**src/rtl/smpv_pkg.sv**
```systemverilog
// ----------------------------------------------------------------------------
// smpv_pkg
// Shared types, constants and SHA-256 helper functions for the salted Merkle
// proof verifier.
// ----------------------------------------------------------------------------
package smpv_pkg;

  localparam int unsigned NumRootWords = 4;
  localparam int unsigned CfgIdxW      = 3;
  localparam int unsigned CfgDataW     = 64;
  localparam int unsigned CountW       = 6;

  localparam logic [CfgIdxW-1:0] CFG_ROOT_0 = 3'd0;
  localparam logic [CfgIdxW-1:0] CFG_ROOT_1 = 3'd1;
  localparam logic [CfgIdxW-1:0] CFG_ROOT_2 = 3'd2;
  localparam logic [CfgIdxW-1:0] CFG_ROOT_3 = 3'd3;
  localparam logic [CfgIdxW-1:0] CFG_SALT   = 3'd4;

  typedef struct packed {
    logic [63:0] node_word_0;
    logic [63:0] node_word_1;
    logic [63:0] node_word_2;
    logic [63:0] node_word_3;
    logic        node_is_left;
    logic        last_node;
  } node_item_t;

  typedef struct packed {
    logic                proof_passed;
    logic [CountW-1:0]   nodes_in_proof;
  } result_item_t;

  typedef enum logic [2:0] {
    ST_IDLE,
    ST_HASH,
    ST_WAIT,
    ST_RESULT
  } ctrl_state_e;

  // Commands from the controller to the datapath.
  typedef struct packed {
    logic load;   // capture the accepted item
    logic start;  // start a three-block hash of the held pair
    logic finish; // update count and, on the last node, the result
  } dp_cmd_t;

  typedef struct packed {
    logic needs_hash; // accepted item requires a hash
    logic hash_done;
    logic last;
  } dp_status_t;

  localparam logic [255:0] H_INIT = {
    32'h6a09e667, 32'hbb67ae85, 32'h3c6ef372, 32'ha54ff53a,
    32'h510e527f, 32'h9b05688c, 32'h1f83d9ab, 32'h5be0cd19};

  function automatic logic [31:0] k_round(input logic [5:0] i);
    logic [31:0] k;
    unique case (i)
      6'd0: k = 32'h428a2f98; 6'd1: k = 32'h71374491; 6'd2: k = 32'hb5c0fbcf;
      6'd3: k = 32'he9b5dba5; 6'd4: k = 32'h3956c25b; 6'd5: k = 32'h59f111f1;
      6'd6: k = 32'h923f82a4; 6'd7: k = 32'hab1c5ed5; 6'd8: k = 32'hd807aa98;
      6'd9: k = 32'h12835b01; 6'd10: k = 32'h243185be; 6'd11: k = 32'h550c7dc3;
      6'd12: k = 32'h72be5d74; 6'd13: k = 32'h80deb1fe; 6'd14: k = 32'h9bdc06a7;
      6'd15: k = 32'hc19bf174; 6'd16: k = 32'he49b69c1; 6'd17: k = 32'hefbe4786;
      6'd18: k = 32'h0fc19dc6; 6'd19: k = 32'h240ca1cc; 6'd20: k = 32'h2de92c6f;
      6'd21: k = 32'h4a7484aa; 6'd22: k = 32'h5cb0a9dc; 6'd23: k = 32'h76f988da;
      6'd24: k = 32'h983e5152; 6'd25: k = 32'ha831c66d; 6'd26: k = 32'hb00327c8;
      6'd27: k = 32'hbf597fc7; 6'd28: k = 32'hc6e00bf3; 6'd29: k = 32'hd5a79147;
      6'd30: k = 32'h06ca6351; 6'd31: k = 32'h14292967; 6'd32: k = 32'h27b70a85;
      6'd33: k = 32'h2e1b2138; 6'd34: k = 32'h4d2c6dfc; 6'd35: k = 32'h53380d13;
      6'd36: k = 32'h650a7354; 6'd37: k = 32'h766a0abb; 6'd38: k = 32'h81c2c92e;
      6'd39: k = 32'h92722c85; 6'd40: k = 32'ha2bfe8a1; 6'd41: k = 32'ha81a664b;
      6'd42: k = 32'hc24b8b70; 6'd43: k = 32'hc76c51a3; 6'd44: k = 32'hd192e819;
      6'd45: k = 32'hd6990624; 6'd46: k = 32'hf40e3585; 6'd47: k = 32'h106aa070;
      6'd48: k = 32'h19a4c116; 6'd49: k = 32'h1e376c08; 6'd50: k = 32'h2748774c;
      6'd51: k = 32'h34b0bcb5; 6'd52: k = 32'h391c0cb3; 6'd53: k = 32'h4ed8aa4a;
      6'd54: k = 32'h5b9cca4f; 6'd55: k = 32'h682e6ff3; 6'd56: k = 32'h748f82ee;
      6'd57: k = 32'h78a5636f; 6'd58: k = 32'h84c87814; 6'd59: k = 32'h8cc70208;
      6'd60: k = 32'h90befffa; 6'd61: k = 32'ha4506ceb; 6'd62: k = 32'hbef9a3f7;
      default: k = 32'hc67178f2;
    endcase
    return k;
  endfunction

  function automatic logic [7:0] hex_char(input logic [3:0] nib);
    return (nib < 4'd10) ? (8'h30 + {4'd0, nib}) : (8'h57 + {4'd0, nib});
  endfunction

  // 64 hex characters of a 256-bit digest, first character most significant.
  function automatic logic [511:0] hex_digest(input logic [255:0] d);
    logic [511:0] r;
    for (int i = 0; i < 64; i++) begin
      r[511-8*i -: 8] = hex_char(d[255-4*i -: 4]);
    end
    return r;
  endfunction

endpackage

```
**src/rtl/smpv_if.sv**
```systemverilog
// ----------------------------------------------------------------------------
// smpv_if
// Valid/ready channel carrying one item of a given payload type.
// ----------------------------------------------------------------------------
interface smpv_if #(
  parameter type payload_t = logic
);
  logic     valid;
  logic     ready;
  payload_t payload;

  modport source (output valid, output payload, input ready);
  modport sink   (input valid, input payload, output ready);
endinterface

```
**src/rtl/smpv_sha_core.sv**
```systemverilog
// ----------------------------------------------------------------------------
// smpv_sha_core
// SHA-256 compression of one 512-bit block, one round per cycle, with a
// sixteen-word rolling message schedule.
// ----------------------------------------------------------------------------
module smpv_sha_core (
  input  logic         clk_i,
  input  logic         rst_ni,
  input  logic         start_i,
  input  logic [255:0] state_i,
  input  logic [511:0] block_i,
  output logic         done_o,
  output logic [255:0] state_o
);
  import smpv_pkg::*;

  logic [31:0]  w_q [16];
  logic [31:0]  w_d [16];
  logic [255:0] v_q, v_d, base_q;
  logic [5:0]   rnd_q;
  logic         busy_q, done_q;

  function automatic logic [31:0] rotr(input logic [31:0] x, input int n);
    return (x >> n) | (x << (32 - n));
  endfunction

  logic [31:0] a, b, c, d, e, f, g, h, t1, t2, s0, s1, wn;

  always_comb begin
    {a, b, c, d, e, f, g, h} = v_q;
    t1 = h + (rotr(e, 6) ^ rotr(e, 11) ^ rotr(e, 25)) + ((e & f) ^ (~e & g))
         + k_round(rnd_q) + w_q[0];
    t2 = (rotr(a, 2) ^ rotr(a, 13) ^ rotr(a, 22)) + ((a & b) ^ (a & c) ^ (b & c));
    v_d = {t1 + t2, a, b, c, d + t1, e, f, g};
    s0 = rotr(w_q[1], 7) ^ rotr(w_q[1], 18) ^ (w_q[1] >> 3);
    s1 = rotr(w_q[14], 17) ^ rotr(w_q[14], 19) ^ (w_q[14] >> 10);
    wn = w_q[0] + s0 + w_q[9] + s1;
    for (int i = 0; i < 15; i++) begin
      w_d[i] = w_q[i+1];
    end
    w_d[15] = wn;
  end

  always_ff @(posedge clk_i or negedge rst_ni) begin
    if (!rst_ni) begin
      busy_q <= 1'b0;
      done_q <= 1'b0;
      rnd_q  <= '0;
    end else begin
      done_q <= 1'b0;
      if (start_i) begin
        busy_q <= 1'b1;
        rnd_q  <= '0;
      end else if (busy_q) begin
        rnd_q <= rnd_q + 6'd1;
        if (rnd_q == 6'd63) begin
          busy_q <= 1'b0;
          done_q <= 1'b1;
        end
      end
    end
  end

  always_ff @(posedge clk_i) begin
    if (start_i) begin
      v_q    <= state_i;
      base_q <= state_i;
      for (int i = 0; i < 16; i++) begin
        w_q[i] <= block_i[511-32*i -: 32];
      end
    end else if (busy_q) begin
      v_q <= v_d;
      w_q <= w_d;
    end
  end

  always_comb begin
    for (int i = 0; i < 8; i++) begin
      state_o[255-32*i -: 32] = base_q[255-32*i -: 32] + v_q[255-32*i -: 32];
    end
  end

  assign done_o = done_q;

endmodule

```
**src/rtl/smpv_datapath.sv**
```systemverilog
// ----------------------------------------------------------------------------
// smpv_datapath
// Node registers, message assembly over three blocks, running digest, node
// count and root comparison.
// ----------------------------------------------------------------------------
module smpv_datapath #(
  parameter int unsigned MaxProofNodes = 32
) (
  input  logic                          clk_i,
  input  logic                          rst_ni,
  input  logic                          cfg_we_i,
  input  logic [smpv_pkg::CfgIdxW-1:0]  cfg_idx_i,
  input  logic [smpv_pkg::CfgDataW-1:0] cfg_data_i,
  input  smpv_pkg::node_item_t          item_i,
  input  smpv_pkg::dp_cmd_t             cmd_i,
  output smpv_pkg::dp_status_t          status_o,
  output smpv_pkg::result_item_t        result_o
);
  import smpv_pkg::*;

  localparam int unsigned SeenW = $clog2(MaxProofNodes + 1);

  logic [255:0] root_q, running_q, first_q, node_q, left_q, right_q;
  logic [63:0]  salt_q;
  logic         last_q, one_node_q;
  logic [SeenW-1:0] seen_q;
  logic [1:0]   blk_q, blk_sel;
  logic         core_start, core_done, hashing_q;
  logic [255:0] core_state;
  logic [1023:0] msg_hex;
  logic [511:0] blk;
  result_item_t res_q;

  always_ff @(posedge clk_i or negedge rst_ni) begin
    if (!rst_ni) begin
      root_q <= '0;
      salt_q <= '0;
    end else if (cfg_we_i) begin
      unique case (cfg_idx_i)
        CFG_ROOT_0: root_q[255:192] <= cfg_data_i;
        CFG_ROOT_1: root_q[191:128] <= cfg_data_i;
        CFG_ROOT_2: root_q[127:64]  <= cfg_data_i;
        CFG_ROOT_3: root_q[63:0]    <= cfg_data_i;
        CFG_SALT:   salt_q          <= cfg_data_i;
        default: ;
      endcase
    end
  end

  assign msg_hex = {hex_digest(left_q), hex_digest(right_q)};

  // The block handed to the core is the one that starts at this edge.
  assign blk_sel = cmd_i.start ? 2'd0 : blk_q + 2'd1;

  always_comb begin
    unique case (blk_sel)
      2'd0:    blk = msg_hex[1023:512];
      2'd1:    blk = msg_hex[511:0];
      default: blk = {salt_q, 8'h80, 376'd0, 64'd1088};
    endcase
  end

  assign core_start = cmd_i.start || (hashing_q && core_done && blk_q != 2'd2);

  smpv_sha_core u_core (
    .clk_i   (clk_i),
    .rst_ni  (rst_ni),
    .start_i (core_start),
    .state_i (cmd_i.start ? H_INIT : core_state),
    .block_i (blk),
    .done_o  (core_done),
    .state_o (core_state)
  );

  always_ff @(posedge clk_i or negedge rst_ni) begin
    if (!rst_ni) begin
      seen_q    <= '0;
      hashing_q <= 1'b0;
      blk_q     <= '0;
      running_q <= '0;
    end else begin
      if (cmd_i.start) begin
        hashing_q <= 1'b1;
        blk_q     <= 2'd0;
      end else if (hashing_q && core_done) begin
        if (blk_q == 2'd2) begin
          hashing_q <= 1'b0;
          running_q <= core_state;
        end
        blk_q <= blk_q + 2'd1;
      end
      if (cmd_i.finish) begin
        seen_q <= last_q ? '0
                : (seen_q < SeenW'(MaxProofNodes)) ? seen_q + 1'b1 : seen_q;
      end
    end
  end

  always_ff @(posedge clk_i) begin
    if (cmd_i.load) begin
      node_q     <= {item_i.node_word_0, item_i.node_word_1,
                     item_i.node_word_2, item_i.node_word_3};
      last_q     <= item_i.last_node;
      one_node_q <= (seen_q == '0);
      if (seen_q == '0) begin
        first_q <= {item_i.node_word_0, item_i.node_word_1,
                    item_i.node_word_2, item_i.node_word_3};
      end else if (seen_q == SeenW'(1)) begin
        left_q  <= first_q;
        right_q <= {item_i.node_word_0, item_i.node_word_1,
                    item_i.node_word_2, item_i.node_word_3};
      end else if (item_i.node_is_left) begin
        left_q  <= {item_i.node_word_0, item_i.node_word_1,
                    item_i.node_word_2, item_i.node_word_3};
        right_q <= running_q;
      end else begin
        left_q  <= running_q;
        right_q <= {item_i.node_word_0, item_i.node_word_1,
                    item_i.node_word_2, item_i.node_word_3};
      end
    end
    if (cmd_i.finish && last_q) begin
      res_q.proof_passed   <= one_node_q ? (node_q == root_q) : (running_q == root_q);
      res_q.nodes_in_proof <= CountW'((seen_q < SeenW'(MaxProofNodes))
                                      ? seen_q + 1'b1 : seen_q);
    end
  end

  assign status_o.needs_hash = ~one_node_q;
  assign status_o.hash_done  = hashing_q && core_done && (blk_q == 2'd2);
  assign status_o.last       = last_q;
  assign result_o            = res_q;

endmodule

```
**src/rtl/smpv_ctrl.sv**
```systemverilog
// ----------------------------------------------------------------------------
// smpv_ctrl
// Controller: accepts a node, sequences the hash and hands out the result.
// ----------------------------------------------------------------------------
module smpv_ctrl (
  input  logic                 clk_i,
  input  logic                 rst_ni,
  input  logic                 in_valid_i,
  output logic                 in_ready_o,
  output logic                 out_valid_o,
  input  logic                 out_ready_i,
  input  smpv_pkg::dp_status_t status_i,
  output smpv_pkg::dp_cmd_t    cmd_o
);
  import smpv_pkg::*;

  ctrl_state_e state_q, state_d;
  logic        out_valid_q, out_valid_d;

  always_ff @(posedge clk_i or negedge rst_ni) begin
    if (!rst_ni) begin
      state_q     <= ST_IDLE;
      out_valid_q <= 1'b0;
    end else begin
      state_q     <= state_d;
      out_valid_q <= out_valid_d;
    end
  end

  always_comb begin
    state_d     = state_q;
    cmd_o       = '0;
    in_ready_o  = 1'b0;
    out_valid_d = out_valid_q && !out_ready_i;
    unique case (state_q)
      ST_IDLE: begin
        in_ready_o = 1'b1;
        if (in_valid_i) begin
          cmd_o.load = 1'b1;
          state_d    = ST_HASH;
        end
      end
      ST_HASH: begin
        if (status_i.needs_hash) begin
          cmd_o.start = 1'b1;
          state_d     = ST_WAIT;
        end else if (status_i.last) begin
          state_d = ST_RESULT;
        end else begin
          cmd_o.finish = 1'b1;
          state_d      = ST_IDLE;
        end
      end
      ST_WAIT: begin
        if (status_i.hash_done) begin
          if (status_i.last) begin
            state_d = ST_RESULT;
          end else begin
            cmd_o.finish = 1'b1;
            state_d      = ST_IDLE;
          end
        end
      end
      ST_RESULT: begin
        if (!out_valid_q || out_ready_i) begin
          cmd_o.finish = 1'b1;
          out_valid_d  = 1'b1;
          state_d      = ST_IDLE;
        end
      end
      default: state_d = ST_IDLE;
    endcase
  end

  assign out_valid_o = out_valid_q;

endmodule

```
**src/rtl/salted_merkle_proof_verify.sv**
```systemverilog
// A hashed node is accepted, hashed as three SHA-256 blocks of 64 rounds on a
// round-per-cycle core and finished before the next node is accepted; the last
// node of a proof also passes the result state. A first node is not hashed,
// and a one-node proof goes straight to the result state. The result item is
// held in an output register, so beyond the hash the input only stalls when a
// new result is ready while the previous one is still waiting.
// ----------------------------------------------------------------------------
// salted_merkle_proof_verify
// Top level of the salted Merkle authentication path checker.
// ----------------------------------------------------------------------------
module salted_merkle_proof_verify #(
  parameter int unsigned MAX_PROOF_NODES = 32
) (
  input  logic                          clk_i,
  input  logic                          rst_ni,
  input  logic                          cfg_we_i,
  input  logic [smpv_pkg::CfgIdxW-1:0]  cfg_idx_i,
  input  logic [smpv_pkg::CfgDataW-1:0] cfg_data_i,
  smpv_if.sink                          node_in,
  smpv_if.source                        result_out
);
  import smpv_pkg::*;

  dp_cmd_t    cmd;
  dp_status_t status;

  smpv_ctrl u_ctrl (
    .clk_i       (clk_i),
    .rst_ni      (rst_ni),
    .in_valid_i  (node_in.valid),
    .in_ready_o  (node_in.ready),
    .out_valid_o (result_out.valid),
    .out_ready_i (result_out.ready),
    .status_i    (status),
    .cmd_o       (cmd)
  );

  smpv_datapath #(.MaxProofNodes(MAX_PROOF_NODES)) u_dp (
    .clk_i      (clk_i),
    .rst_ni     (rst_ni),
    .cfg_we_i   (cfg_we_i),
    .cfg_idx_i  (cfg_idx_i),
    .cfg_data_i (cfg_data_i),
    .item_i     (node_in.payload),
    .cmd_i      (cmd),
    .status_o   (status),
    .result_o   (result_out.payload)
  );

endmodule

```
**src/flat_wrapper.sv**
```systemverilog
// flat-port wrapper written by rule: the top's interface ports become plain ports
module salted_merkle_proof_verify_flat import smpv_pkg::*;
#(
  parameter int unsigned MAX_PROOF_NODES = 32
)
  (clk_i, rst_ni, cfg_we_i, cfg_idx_i, cfg_data_i, node_in_valid, node_in_payload, node_in_ready, result_out_valid, result_out_payload, result_out_ready);
  smpv_if node_in_i ();
  smpv_if result_out_i ();
  input  logic clk_i;
  input  logic rst_ni;
  input  logic cfg_we_i;
  input  logic [smpv_pkg::CfgIdxW-1:0] cfg_idx_i;
  input  logic [smpv_pkg::CfgDataW-1:0] cfg_data_i;
  input wire logic [$bits(node_in_i.valid)-1:0] node_in_valid;
  input wire logic [$bits(node_in_i.payload)-1:0] node_in_payload;
  output wire logic [$bits(node_in_i.ready)-1:0] node_in_ready;
  output wire logic [$bits(result_out_i.valid)-1:0] result_out_valid;
  output wire logic [$bits(result_out_i.payload)-1:0] result_out_payload;
  input wire logic [$bits(result_out_i.ready)-1:0] result_out_ready;
  assign node_in_i.valid = node_in_valid;
  assign node_in_i.payload = node_in_payload;
  assign node_in_ready = node_in_i.ready;
  assign result_out_valid = result_out_i.valid;
  assign result_out_payload = result_out_i.payload;
  assign result_out_i.ready = result_out_ready;
  salted_merkle_proof_verify #(.MAX_PROOF_NODES(MAX_PROOF_NODES)) u_core (.clk_i(clk_i), .rst_ni(rst_ni), .cfg_we_i(cfg_we_i), .cfg_idx_i(cfg_idx_i), .cfg_data_i(cfg_data_i), .node_in(node_in_i), .result_out(result_out_i));
endmodule
```
**config.mk**
```make
export PLATFORM = sky130hd
export DESIGN_NAME = salted_merkle_proof_verify_flat
export DESIGN_NICKNAME = d
export VERILOG_FILES = /design/src/rtl/smpv_pkg.sv /design/src/rtl/smpv_if.sv /design/src/rtl/smpv_sha_core.sv /design/src/rtl/smpv_datapath.sv /design/src/rtl/smpv_ctrl.sv /design/src/rtl/salted_merkle_proof_verify.sv /design/src/flat_wrapper.sv
export SDC_FILE = /design/constraint.sdc
export NUM_CORES = 1
export LEC_CHECK = 0
export ABC_AREA = 0
export ABC_CLOCK_PERIOD_IN_PS = 2500
export BUFFER_PORTS_ARGS = -buffer_cell sky130_fd_sc_hd__buf_2
export CAP_MARGIN = 25
export CORE_UTILIZATION = 43
export DETAILED_ROUTE_END_ITERATION = 8
export PLACE_DENSITY = 0.8
export SLEW_MARGIN = 20
export SYNTH_ARGS = -nofsm -noshare
export SYNTH_HDL_FRONTEND = slang
export SYNTH_SLANG_ARGS = --single-unit
```
**constraint.sdc**
```tcl
create_clock -name clk_i -period 2.5 [get_ports clk_i]
set_clock_uncertainty 0.15 [all_clocks]
set_input_delay 0.125 -clock clk_i [delete_from_list [all_inputs] [get_ports clk_i]]
set_output_delay 0.125 -clock clk_i [all_outputs]
set_load 0.05 [all_outputs]
```
Yosys cells after proc, flatten, opt, wreduce, memory -nomap -nowiden
Cells that the tools add are included.

operators by class
  $lt $le $gt $ge = 1
  $add $sub $neg = 3
  equal/unequal tests = 9
  reductions and logical operators = 16
  multiplexer cells = 33

operator list
  cell                                                   number
  2-to-1 mux 6 bit                                       4
  2-to-1 mux 1 bit                                       20
  adder 6 x 1 -> 6 bit, second input constant            2
  one-hot mux 3 bit (4 select lines)                     1
  2-to-1 mux 3 bit                                       3
  2-to-1 mux 2 bit                                       4
  == test 3 x 2 -> 1 bit, second input constant          2
  == test 6 bit, second input constant                   1
  zero test 6 bit                                        1
  less-than comparator 6 bit, second input constant      1
  inequality test 2 bit, second input constant           3
  nonzero test 2 bit                                     3
  logical AND 1 bit                                      5
  == test 3 x 1 -> 1 bit, second input constant          1
  zero test 3 bit                                        1
  one-hot mux 1 bit (3 select lines)                     1
  AND reduction 3 bit                                    1
  adder 2 x 1 -> 2 bit, second input constant            1
  == test 2 bit, second input constant                   1
  zero test 1 bit                                        2
  logical OR 1 bit                                       2
  inequality test 2 x 1 -> 1 bit, second input constant  1
  AND reduction 2 bit                                    1

word-level totals
  word-level logic and storage cells = 73
  register bits = 24

Depth between registers and ports, before layout
Gate-level depths: netlist (run 1).

  word-level depth = 5
  gate-level depth with buffers = 6
  depth with buffers taken out = 6

By module
A second synthesis (run 1) with hierarchy kept.

second synthesis, totals
  cells, all modules = 12683
  area total of the unflattened synthesis = 149814.9 um^2

modules (own cells, without submodules)
  module                      instances  sequential area each (um^2)  cells an instance  area each (um^2)
  smpv_datapath               1          45658.8                      6894               81783.4
  smpv_sha_core               1          30949.7                      5762               67807.5
  smpv_ctrl                   1          75.1                         26                 220.2
  salted_merkle_proof_verify  1          0.0                          1                  3.8

Least setup slack after synthesis (run 1)
OpenSTA, ideal clock, no wires.

  path type = register -> register
  start = register u_core.u_ctrl.state_q[0]
  end = register u_core.u_ctrl.state_q[1]
  path slack = 0.496 ns
  stages on the path, launching flop included = 5
  buffers on the path = 0
  data required time = 2.225 ns
  arrival = 1.730 ns
  path through = dfrtp_1 -> inv_1 -> ha_1 -> a222oi_1 -> mux2_2

between the ends
  word-level cells in the longest chain between the ends = 3
  elaborated cells on any way between the ends = 9
  those cells by class = eq/ne: 6; mux: 1; reduce/logical: 2

ends and longest elaborated chain
  what                                                                               RTL line         text
  from (decl)                                                                        smpv_ctrl.sv:17  ctrl_state_e state_q, state_d;
  from (signal assigned)                                                             smpv_ctrl.sv:25  state_q <= state_d;
  == test 3 x 2 -> 1 bit or zero test 3 bit (tied branches)                          smpv_ctrl.sv:35  unique case (state_q)
  inequality test 2 x 1 -> 1 bit (no line) or inequality test 2 bit (tied branches)  --
  AND reduction 3 bit (no line)                                                      --

Several ways; a longest one is shown, not always the timed one.
A chain may end at the register's enable or synchronous reset.

Worst setup path after layout (run 1)
  start = register u_core.u_ctrl.state_q[0]
  end = register u_core.u_dp.seen_q[0]

between the ends
  word-level cells in the longest chain between the ends = 2
  elaborated cells on any way between the ends = 4
  those cells by class = eq/ne: 3; mux: 1

ends and longest elaborated chain
  what                                                              RTL line             text
  == test 3 x 2 -> 1 bit or == test 3 x 1 -> 1 bit (tied branches)  smpv_ctrl.sv:35
  one-hot mux 1 bit (3 select lines) (*)                            smpv_ctrl.sv:35
  to (signal assigned)                                              smpv_datapath.sv:93  seen_q <= last_q ? '0
  to (decl)                                                         smpv_datapath.sv:26  logic [SeenW-1:0] seen_q;

Every way passes the cells marked *; elsewhere a longest branch is shown, timed or not.

==> impl_table.tex, run 1 <==
\begin{tabular}{lr}
\hline
Metric & Value \\
\hline
\multicolumn{2}{l}{\textbf{Synthesis}} \\
\quad Register area share after synthesis & between 40\% and 50\% \\
\quad Largest cells by area after synthesis & sky130\_fd\_sc\_hd\_\_dfrtp\_1, sky130\_fd\_sc\_hd\_\_ha\_1, sky130\_fd\_sc\_hd\_\_edfxtp\_1 \\
\quad Yosys warns & 0 \\
\quad Largest area contributor in the synthesized netlist & sky130\_fd\_sc\_hd\_\_dfrtp\_1 \\
\quad Synth Register Bits & 23 \\
\quad Number of standard cells after synthesis & approximately 130 \\
\quad Area of the mapped netlist & between 1000 and 1500 µm² \\
\quad Net Count, Synth & $\sim$210 \\
\quad Area share of the largest cell type after synthesis & between 30 and 40\% \\
\quad Synthesized area per cell & 10.13 µm² \\
\quad Cell variety after synth & 35 \\
\multicolumn{2}{l}{\textbf{Critical path}} \\
\quad Worst Path Max Fanout & 7 \\
\quad Worst Setup End Kind & flip-flop \\
\quad Setup CP Type & flip-flop to flip-flop \\
\quad Critical register-to-register path startpoint & u\_core.u\_ctrl.state\_q[0] \\
\quad Required time of the worst setup path & between 2 and 3 ns \\
\quad Crit path DAT & 2.27 ns \\
\quad Worst Reg-to-Reg Cells & 6 \\
\quad Worst setup slack for register-to-register paths & roughly 0.3 ns \\
\quad Element type at the critical path start & flip-flop \\
\quad Worst reg2reg endpoint & u\_core.u\_dp.seen\_q[0] \\
\multicolumn{2}{l}{\textbf{GRT}} \\
\quad Met1 track demand over resource in global routing & 20.12\% \\
\quad First-pass GRT wire length & roughly 4 mm \\
\quad Vias in the first global route & about 940 \\
\quad Layer with the highest usage after global routing & met2 \\
\quad GR Layer Usage met2 & 29.59\% \\
\quad GRT Util Overall & between 15 and 20\% \\
\quad Antenna violations before repair & 0 \\
\quad GRT met3 Usage & between 4 and 5\% \\
\quad Global-route congestion overflow total & 0 \\
\quad Maximum number of pins on one net before global-route repair & 21 \\
\multicolumn{2}{l}{\textbf{Clock tree}} \\
\quad Buffer levels on the longest clock path & 2 \\
\quad PostCTS Resize Cnt & 0 \\
\quad Max H-tree Level & 1 \\
\quad TritonCTS clock tree & yes \\
\quad Clock latency of the later-clocked register in the worst-skew pair & about 0.31 ns \\
\quad Clock sinks & 23 \\
\quad Worst-path clk slew & 0.13 ns \\
\quad Number of buffers added by the clock tree synthesis step & 3 \\
\quad Setup repair bufs after CTS & 0 \\
\quad Root buffer cell & sky130\_fd\_sc\_hd\_\_clkbuf\_4 \\
\multicolumn{2}{l}{\textbf{Place}} \\
\quad Final estimated routing congestion in global placement & between 0.8 and 0.9 \\
\quad Cell area reported after detailed placement & roughly 1300 µm² \\
\quad Port buffer count & 7 \\
\quad Count of placed standard cells including taps & 159 \\
\quad Detail Placement HPWL & around 1.7 mm \\
\multicolumn{2}{l}{\textbf{Finish}} \\
\quad NumNets Final & between 200 and 250 \\
\quad Area grow syn2layout & 9.190\% \\
\quad Area used by sequential logic in the layout & roughly 590 µm² \\
\quad Fraction of final layout cells sized beyond drive strength 1 & a little under an eighth \\
\quad Area of all placed cells without fillers & 1383 µm² \\
\quad Commonest cells after routing, fill and taps aside & sky130\_fd\_sc\_hd\_\_dfrtp\_1, sky130\_fd\_sc\_hd\_\_inv\_1, sky130\_fd\_sc\_hd\_\_nor2\_1, sky130\_fd\_sc\_hd\_\_ha\_1, sky130\_fd\_sc\_hd\_\_buf\_2 \\
\quad Antenna cell count & 0 \\
\quad Commonest non-fill, non-tap cell in the layout & sky130\_fd\_sc\_hd\_\_dfrtp\_1 \\
\quad Area of the multi-input gates & slightly above 600 µm² \\
\quad Number of inserted filler cells in the final layout & between 200 and 250 \\
\quad Cell Count, Final, Fillers Out & roughly 170 \\
\multicolumn{2}{l}{\textbf{Pwr}} \\
\quad Power per cell area & $\sim$1000 nW/µm² \\
\quad Peak supply drop & just over 900 µV \\
\quad Static leakage & 0.6572 nW \\
\quad Power after layout & approximately 1.4 mW \\
\multicolumn{2}{l}{\textbf{Routing}} \\
\quad Number of DRC violations after detailed-routing iteration 0 & 50 \\
\quad Average detailed-routed wire length per instance & between 10 and 15 µm \\
\quad Number of vias in the routed layout & between 900 and 1,000 \\
\quad Remaining number of nets flagged by the antenna check after routing & 0 \\
\quad Number of iterations in the first detailed-routing pass & 4 \\
\quad Total wire length after detailed routing & 2.248 mm \\
\quad Residual DRC count & 0 \\
\quad Avg Vias per Cell & approximately 5.5 \\
\multicolumn{2}{l}{\textbf{Timing}} \\
\quad Final cycle utilization of the critical path & a little under 90\% \\
\quad Transition time at the pin with the least slew margin & roughly 0.56 ns \\
\quad Count of final hold-check violations & 0 \\
\quad Unrepaired setup endpoints after global routing & false \\
\quad Slew margin rel. & between 60\% and 70\% \\
\quad Final setup fails & 0 \\
\quad Pins Over Slew Limit & 0 \\
\quad Final critical delay including setup and external delays & 2.198 ns \\
\quad Final setup TNS & 0 ns \\
\quad Fmax achieved & approximately 450 MHz \\
\multicolumn{2}{l}{\textbf{Hold path}} \\
\quad Hold Path Class & input pin to flip-flop \\
\quad Depth of the worst hold-timing path & 3 \\
\quad Hold endpoint & u\_core.u\_dp.last\_q \\
\quad Worst Hold Launch & node\_in\_valid \\
\multicolumn{2}{l}{\textbf{Floorplanning}} \\
\quad Effective utilization at floorplan & 45.52\% \\
\quad Site row count & 19 \\
\quad Die width & approximately 56 µm \\
\quad Height of the die & 56.27 µm \\
\quad Top-Level Pins & 76 \\
\quad Total Die Area & 3166 µm² \\
\quad Placeable core region & 2781 µm² \\
\multicolumn{2}{l}{\textbf{Job}} \\
\quad Maximum capacitance violations & 0 \\
\multicolumn{2}{l}{\textbf{Status}} \\
\quad Run status & finished, final reports clean \\
\hline
\end{tabular}
-- state kept, by name (all words and copies together) (netlist names) --
| signal | cells |
|---|---|
| u_core.u_dp.seen_q | 6 |
| u_core.u_dp.u_core.rnd_q | 6 |
| u_core.u_ctrl.state_q | 2 |
| u_core.u_dp.blk_q | 2 |
| u_core.u_ctrl.out_valid_o | 1 |
| u_core.u_dp.hashing_q | 1 |
| u_core.u_dp.last_q | 1 |
| u_core.u_dp.one_node_q | 1 |
| u_core.u_dp.result_o | 1 |
| u_core.u_dp.u_core.busy_q | 1 |
| u_core.u_dp.u_core.done_o | 1 |
-- worst max-delay path: stages (launching register included) --
cell                        delay [ns]
sky130_fd_sc_hd__dfrtp_1          0.45
sky130_fd_sc_hd__inv_1            0.13
sky130_fd_sc_hd__ha_1             0.30
sky130_fd_sc_hd__nor2_2           0.09
sky130_fd_sc_hd__a2111oi_4        0.54
sky130_fd_sc_hd__o221ai_2         0.19
sky130_fd_sc_hd__a22o_1           0.26
-- kinds of logic (layout without fill, tap and decap cells) --
family	Yosys count	after routing	synth area share (%)
compound gates	26	26	16.80
xor+xnor	6	6	4.151
fa+ha+maj	9	9	8.893
buf+inv	17	27	5.039
flops	23	23	46.64
mux	3	3	2.470
simple gates	41	41	16.01
-- how the worst max path moves through the flow --
stage	start	end	slack, ns	depth (start not counted)
5_1_grt	u_core.u_ctrl.state_q[0]	u_core.u_dp.seen_q[0]	0.17	6
2_1_floorplan	u_core.u_ctrl.state_q[0]	u_core.u_ctrl.state_q[1]	0.50	4
3_3_place_gp	u_core.u_ctrl.state_q[0]	u_core.u_dp.seen_q[0]	0.46	6
6_report	u_core.u_ctrl.state_q[0]	u_core.u_dp.seen_q[0]	0.30	6
4_1_cts	u_core.u_ctrl.state_q[0]	u_core.u_dp.seen_q[0]	0.31	6
3_5_place_dp	u_core.u_ctrl.state_q[0]	u_core.u_dp.seen_q[0]	0.33	6
-- Yosys cell counts (all sizes together) --
| cell | instances |
|---|---|
| dfrtp | 20 |
| nor2 | 14 |
| inv | 13 |
| ha | 9 |
| a21oi | 6 |
| nand2 | 6 |
| o21ai | 5 |
| clkbuf | 4 |
| nor3 | 4 |
| a21o | 3 |
| edfxtp | 3 |
| nand2b | 3 |
| nand3 | 3 |
| o221ai | 3 |
| xnor2 | 3 |
| xor2 | 3 |
| a22o | 2 |
| a32o | 2 |
| and2 | 2 |
| and3 | 2 |
| mux2i | 2 |
| nand4 | 2 |
| nor2b | 2 |
| a2111oi | 1 |
| a222oi | 1 |
| mux2 | 1 |
| nand4b | 1 |
| nor4 | 1 |
| o2111a | 1 |
| o21a | 1 |
| o21bai | 1 |
| or3 | 1 |
-- stage by stage --
step | hold WS [ns] | util (%) | setup slack (ns)
finish | 0.05809 | 49.71 | 0.3019
global route | 0.05765 | 49.71 | 0.1712
CTS | 0.05485 | 49.71 | 0.3143
detailed placement | -0.05217 | 47.64 | 0.3324
global placement | -0.05758 | 47.64 | 0.4553
floorplan | -0.3206 | - | 0.4956
-- cell type report --
class                      instances  area share (%)
sequential                        23           42.71
clock inverter                     1          0.3620
tap                               31           2.805
clock buffer                       3           1.629
multi-input combinational         85           44.25
timing repair buffer              10           4.706
inverter                          13           3.529
-- where the power goes --
part	internal, mW	switching [mW]	total [mW]
clock	0.0598	0.113	0.173
combinational	0.238	0.366	0.604
sequential	0.485	0.120	0.605
-- repair_timing --
action / in CTS / in global routing
hold buffers: 3 / 0
hold endpoints to repair: 22 / 0
setup endpoints to repair: 0 / 0
-- routing by layer --
layer  routed length (µm)  vias up  share of wire, %
met5                    0        -                 0
met4                   16        0              0.71
met3                   66        2               2.9
met2                 1132       14                50
met1                 1033      446                46
li1                     -      452                 -
Power figures use the tool's default switching activity.
==> inputs of run 2 (changes only) <==
--- a/config.mk
+++ b/config.mk
@@ -11,6 +11,7 @@
 export CAP_MARGIN = 25
 export CORE_UTILIZATION = 43
 export DETAILED_ROUTE_END_ITERATION = 8
+export HOLD_SLACK_MARGIN = 0.1
 export PLACE_DENSITY = 0.8
 export SLEW_MARGIN = 20
 export SYNTH_ARGS = -nofsm -noshare
==> run 2 against run 1 <==
Combinational power hardly changed. Routed wire length is 0.36% higher. Clock power hardly changed. Utilization is 0.36 points higher. Largest power group unchanged. Design area is 0.72% higher. Non-clock buffer count is 1 higher.
==> impl_table.tex, run 2 (synthesis results as in run 1) <==
\begin{tabular}{lr}
\hline
Metric & Value \\
\hline
\multicolumn{2}{l}{\textbf{Status}} \\
\quad Run status & finished, final reports clean \\
\multicolumn{2}{l}{\textbf{Timing}} \\
\quad Unrepaired setup endpoints after global routing & false \\
\quad Count of final hold-check violations & 0 (unchanged) \\
\quad Slew margin rel. & 62.45\% (unchanged) \\
\quad Worst hold slack after final layout & 0.1156 ns (+0.05751 ns) \\
\quad Transition time at the pin with the least slew margin & 0.5621 ns (unchanged) \\
\quad Final cycle utilization of the critical path & 87.97\% (about the same) \\
\quad Final setup TNS & 0 ns (unchanged) \\
\quad Final setup fails & 0 (unchanged) \\
\quad Pins Over Slew Limit & 0 (unchanged) \\
\quad Fmax achieved & 454.7 MHz (about the same) \\
\quad Final critical delay including setup and external delays & 2.199 ns (+0.001143 ns) \\
\multicolumn{2}{l}{\textbf{GRT}} \\
\quad Global-route congestion overflow total & 0 (unchanged) \\
\quad GRT Util Overall & 16.93\% (+0.099 points) \\
\quad First-pass GRT wire length & 4.133 mm (+0.68\%) \\
\quad Antenna violations before repair & 0 (unchanged) \\
\quad Maximum number of pins on one net before global-route repair & 21 (unchanged) \\
\quad Vias in the first global route & 953 (+1.3\%) \\
\multicolumn{2}{l}{\textbf{Critical path}} \\
\quad Crit path DAT & 2.27 ns (about the same) \\
\quad Top Family by Delay on Critical Path & compound AO/OA/AOI/OAI gates \\
\quad Worst Setup End Kind & flip-flop \\
\quad Element type at the critical path start & flip-flop \\
\quad Cell with the biggest individual delay on the critical path & sky130\_fd\_sc\_hd\_\_a2111oi\_4 \\
\quad Buf/Inv on CP & 1 (unchanged) \\
\quad Cells along the critical path & inv\_1 -> ha\_1 -> nor2\_2 -> a2111oi\_4 -> o221ai\_2 -> a22o\_1 \\
\quad Worst Path Max Fanout & 7 (unchanged) \\
\quad Crit path largest cell delay & 0.54 ns (about the same) \\
\quad Required time of the worst setup path & 2.57 ns (about the same) \\
\quad Setup CP Type & flip-flop to flip-flop \\
\multicolumn{2}{l}{\textbf{Place}} \\
\quad Final estimated routing congestion in global placement & 0.8322 (unchanged) \\
\quad Port buffer count & 7 (unchanged) \\
\quad Detail Placement HPWL & 1.676 mm (unchanged) \\
\multicolumn{2}{l}{\textbf{Job}} \\
\quad Maximum capacitance violations & 0 (unchanged) \\
\multicolumn{2}{l}{\textbf{Finish}} \\
\quad Number of inserted filler cells in the final layout & 239 (-0.83\%) \\
\quad Antenna cell count & 0 (unchanged) \\
\quad NumNets Final & 219 (+0.46\%) \\
\quad Registers with the most flip-flops & u\_core.u\_dp.seen\_q x6, u\_core.u\_dp.u\_core.rnd\_q x6 \\
\quad Core utilization of the finished layout & 50.07\% (+0.36 points) \\
\quad Fraction of final layout cells sized beyond drive strength 1 & 11.76\% (-0.087 points) \\
\quad Area grow syn2layout & 9.981\% \\
\quad Commonest non-fill, non-tap cell in the layout & sky130\_fd\_sc\_hd\_\_dfrtp\_1 \\
\quad Commonest cells after routing, fill and taps aside & sky130\_fd\_sc\_hd\_\_dfrtp\_1, sky130\_fd\_sc\_hd\_\_inv\_1, sky130\_fd\_sc\_hd\_\_nor2\_1, sky130\_fd\_sc\_hd\_\_ha\_1, sky130\_fd\_sc\_hd\_\_buf\_2 \\
\multicolumn{2}{l}{\textbf{Clock tree}} \\
\quad TritonCTS clock tree & yes \\
\quad Number of buffers added by the clock tree synthesis step & 3 (unchanged) \\
\quad Max H-tree Level & 1 (unchanged) \\
\quad Root buffer cell & sky130\_fd\_sc\_hd\_\_clkbuf\_4 \\
\quad Setup repair bufs after CTS & 0 (unchanged) \\
\quad Clock latency of the later-clocked register in the worst-skew pair & 0.31 ns (about the same) \\
\quad Worst-path clk slew & 0.13 ns (about the same) \\
\quad Buffer levels on the longest clock path & 2 (unchanged) \\
\quad Clock sinks & 23 (unchanged) \\
\multicolumn{2}{l}{\textbf{Pwr}} \\
\quad Power per cell area & 993.0 nW/µm² (-0.61\%) \\
\quad Peak supply drop & 935.8 µV (about the same) \\
\quad Static leakage & 0.6614 nW (+0.64\%) \\
\multicolumn{2}{l}{\textbf{Routing}} \\
\quad Number of vias in the routed layout & 919 (+0.55\%) \\
\quad Avg Vias per Cell & 5.503 (about the same) \\
\quad Average detailed-routed wire length per instance & 13.51 µm (-0.25\%) \\
\quad Remaining number of nets flagged by the antenna check after routing & 0 (unchanged) \\
\quad Total wire length after detailed routing & 2.256 mm (+0.36\%) \\
\quad Number of DRC violations after detailed-routing iteration 0 & 48 (-4.0\%) \\
\quad Number of iterations in the first detailed-routing pass & 4 (unchanged) \\
\quad Residual DRC count & 0 (unchanged) \\
\multicolumn{2}{l}{\textbf{Floorplanning}} \\
\quad Placeable core region & 2781 µm² (unchanged) \\
\quad Total Die Area & 3166 µm² (unchanged) \\
\quad Site row count & 19 (unchanged) \\
\quad Top-Level Pins & 76 (unchanged) \\
\quad Height of the die & 56.27 µm (unchanged) \\
\quad Effective utilization at floorplan & 45.52\% (unchanged) \\
\quad Die width & 56.27 µm (unchanged) \\
\multicolumn{2}{l}{\textbf{Hold path}} \\
\quad Hold Path Class & input pin to async pin \\
\hline
\end{tabular}
[run 2: cell types whose count changed in the layout (fill, tap and decap cells not counted), sizes merged]
cell	before	now
dlygate4sd3	3	4
[run 2: worst register-to-register path, delay by kind of cell (launching register included)]
kind / cells / cell delay [ns]
AOI/OAI and AO/OA: 3 / 0.99
adders and majority gates: 1 / 0.30
buffers and inverters: 1 / 0.13
DFF: 1 / 0.45
and+or+nand+nor: 1 / 0.09
[run 2: area by class of cell]
class | count | area (µm²) | area share (%)
repair buffers | 11 | 75.07 | 5.391
clock inverters | 1 | 5.005 | 0.3594
multi-input cells | 85 | 611.8 | 43.94
flip-flops and latches | 23 | 590.6 | 42.41
clock buffers | 3 | 22.52 | 1.617
inverters | 13 | 48.80 | 3.504
well taps | 31 | 38.79 | 2.785
[run 2: what timing repair did]
| action | CTS | global route |
|---|---|---|
| gates resized for setup | 0 | 0 |
| endpoints found under the setup margin | 0 | 0 |
| hold buffers | 4 | 0 |
| endpoints found under the hold margin | 24 | 0 |
[run 2: layer usage]
metal | track usage [%] | share of wire, % | up-vias | routed length [µm]
met5 | 0 | 0 | - | 0
met4 | 4.530 | 0.71 | 0 | 16
met3 | 4.839 | 2.9 | 2 | 66
met2 | 29.93 | 50 | 14 | 1137
met1 | 20.12 | 46 | 449 | 1035
li1 | - | - | 454 | -
[run 2: worst paths after layout]
check	start	end	slack (ns)	depth (start not counted)
worst max-delay path	u_core.u_ctrl.state_q[0]	u_core.u_dp.seen_q[0]	0.30	6
worst min-delay path	rst_ni	u_core.u_dp.u_core.done_o	0.12	2
worst max register to register	u_core.u_ctrl.state_q[0]	u_core.u_dp.seen_q[0]	0.30	6
worst min register to register	u_core.u_dp.hashing_q	u_core.u_dp.hashing_q	0.39	1
max in group asynchronous	rst_ni	u_core.u_dp.seen_q[4]	1.78	2
min in group clk_i	node_in_payload	u_core.u_dp.last_q	0.37	2
[run 2: per-stage QoR]
stage               cell area [µm²]  setup WS, ns  power, mW  std cells
floorplan                      1266        0.4956      1.074        125
detailed placement             1325        0.3324      1.212        159
global placement               1325        0.4553      1.165        159
finish                         1393        0.3007      1.383        167
CTS                            1393        0.3143      1.388        167
global route                   1393        0.1712      1.492        167
[run 2: power by group]
| part | internal [mW] | switching (mW) |
|---|---|---|
| clock | 0.0598 | 0.113 |
| sequential | 0.485 | 0.120 |
| combinational | 0.239 | 0.366 |
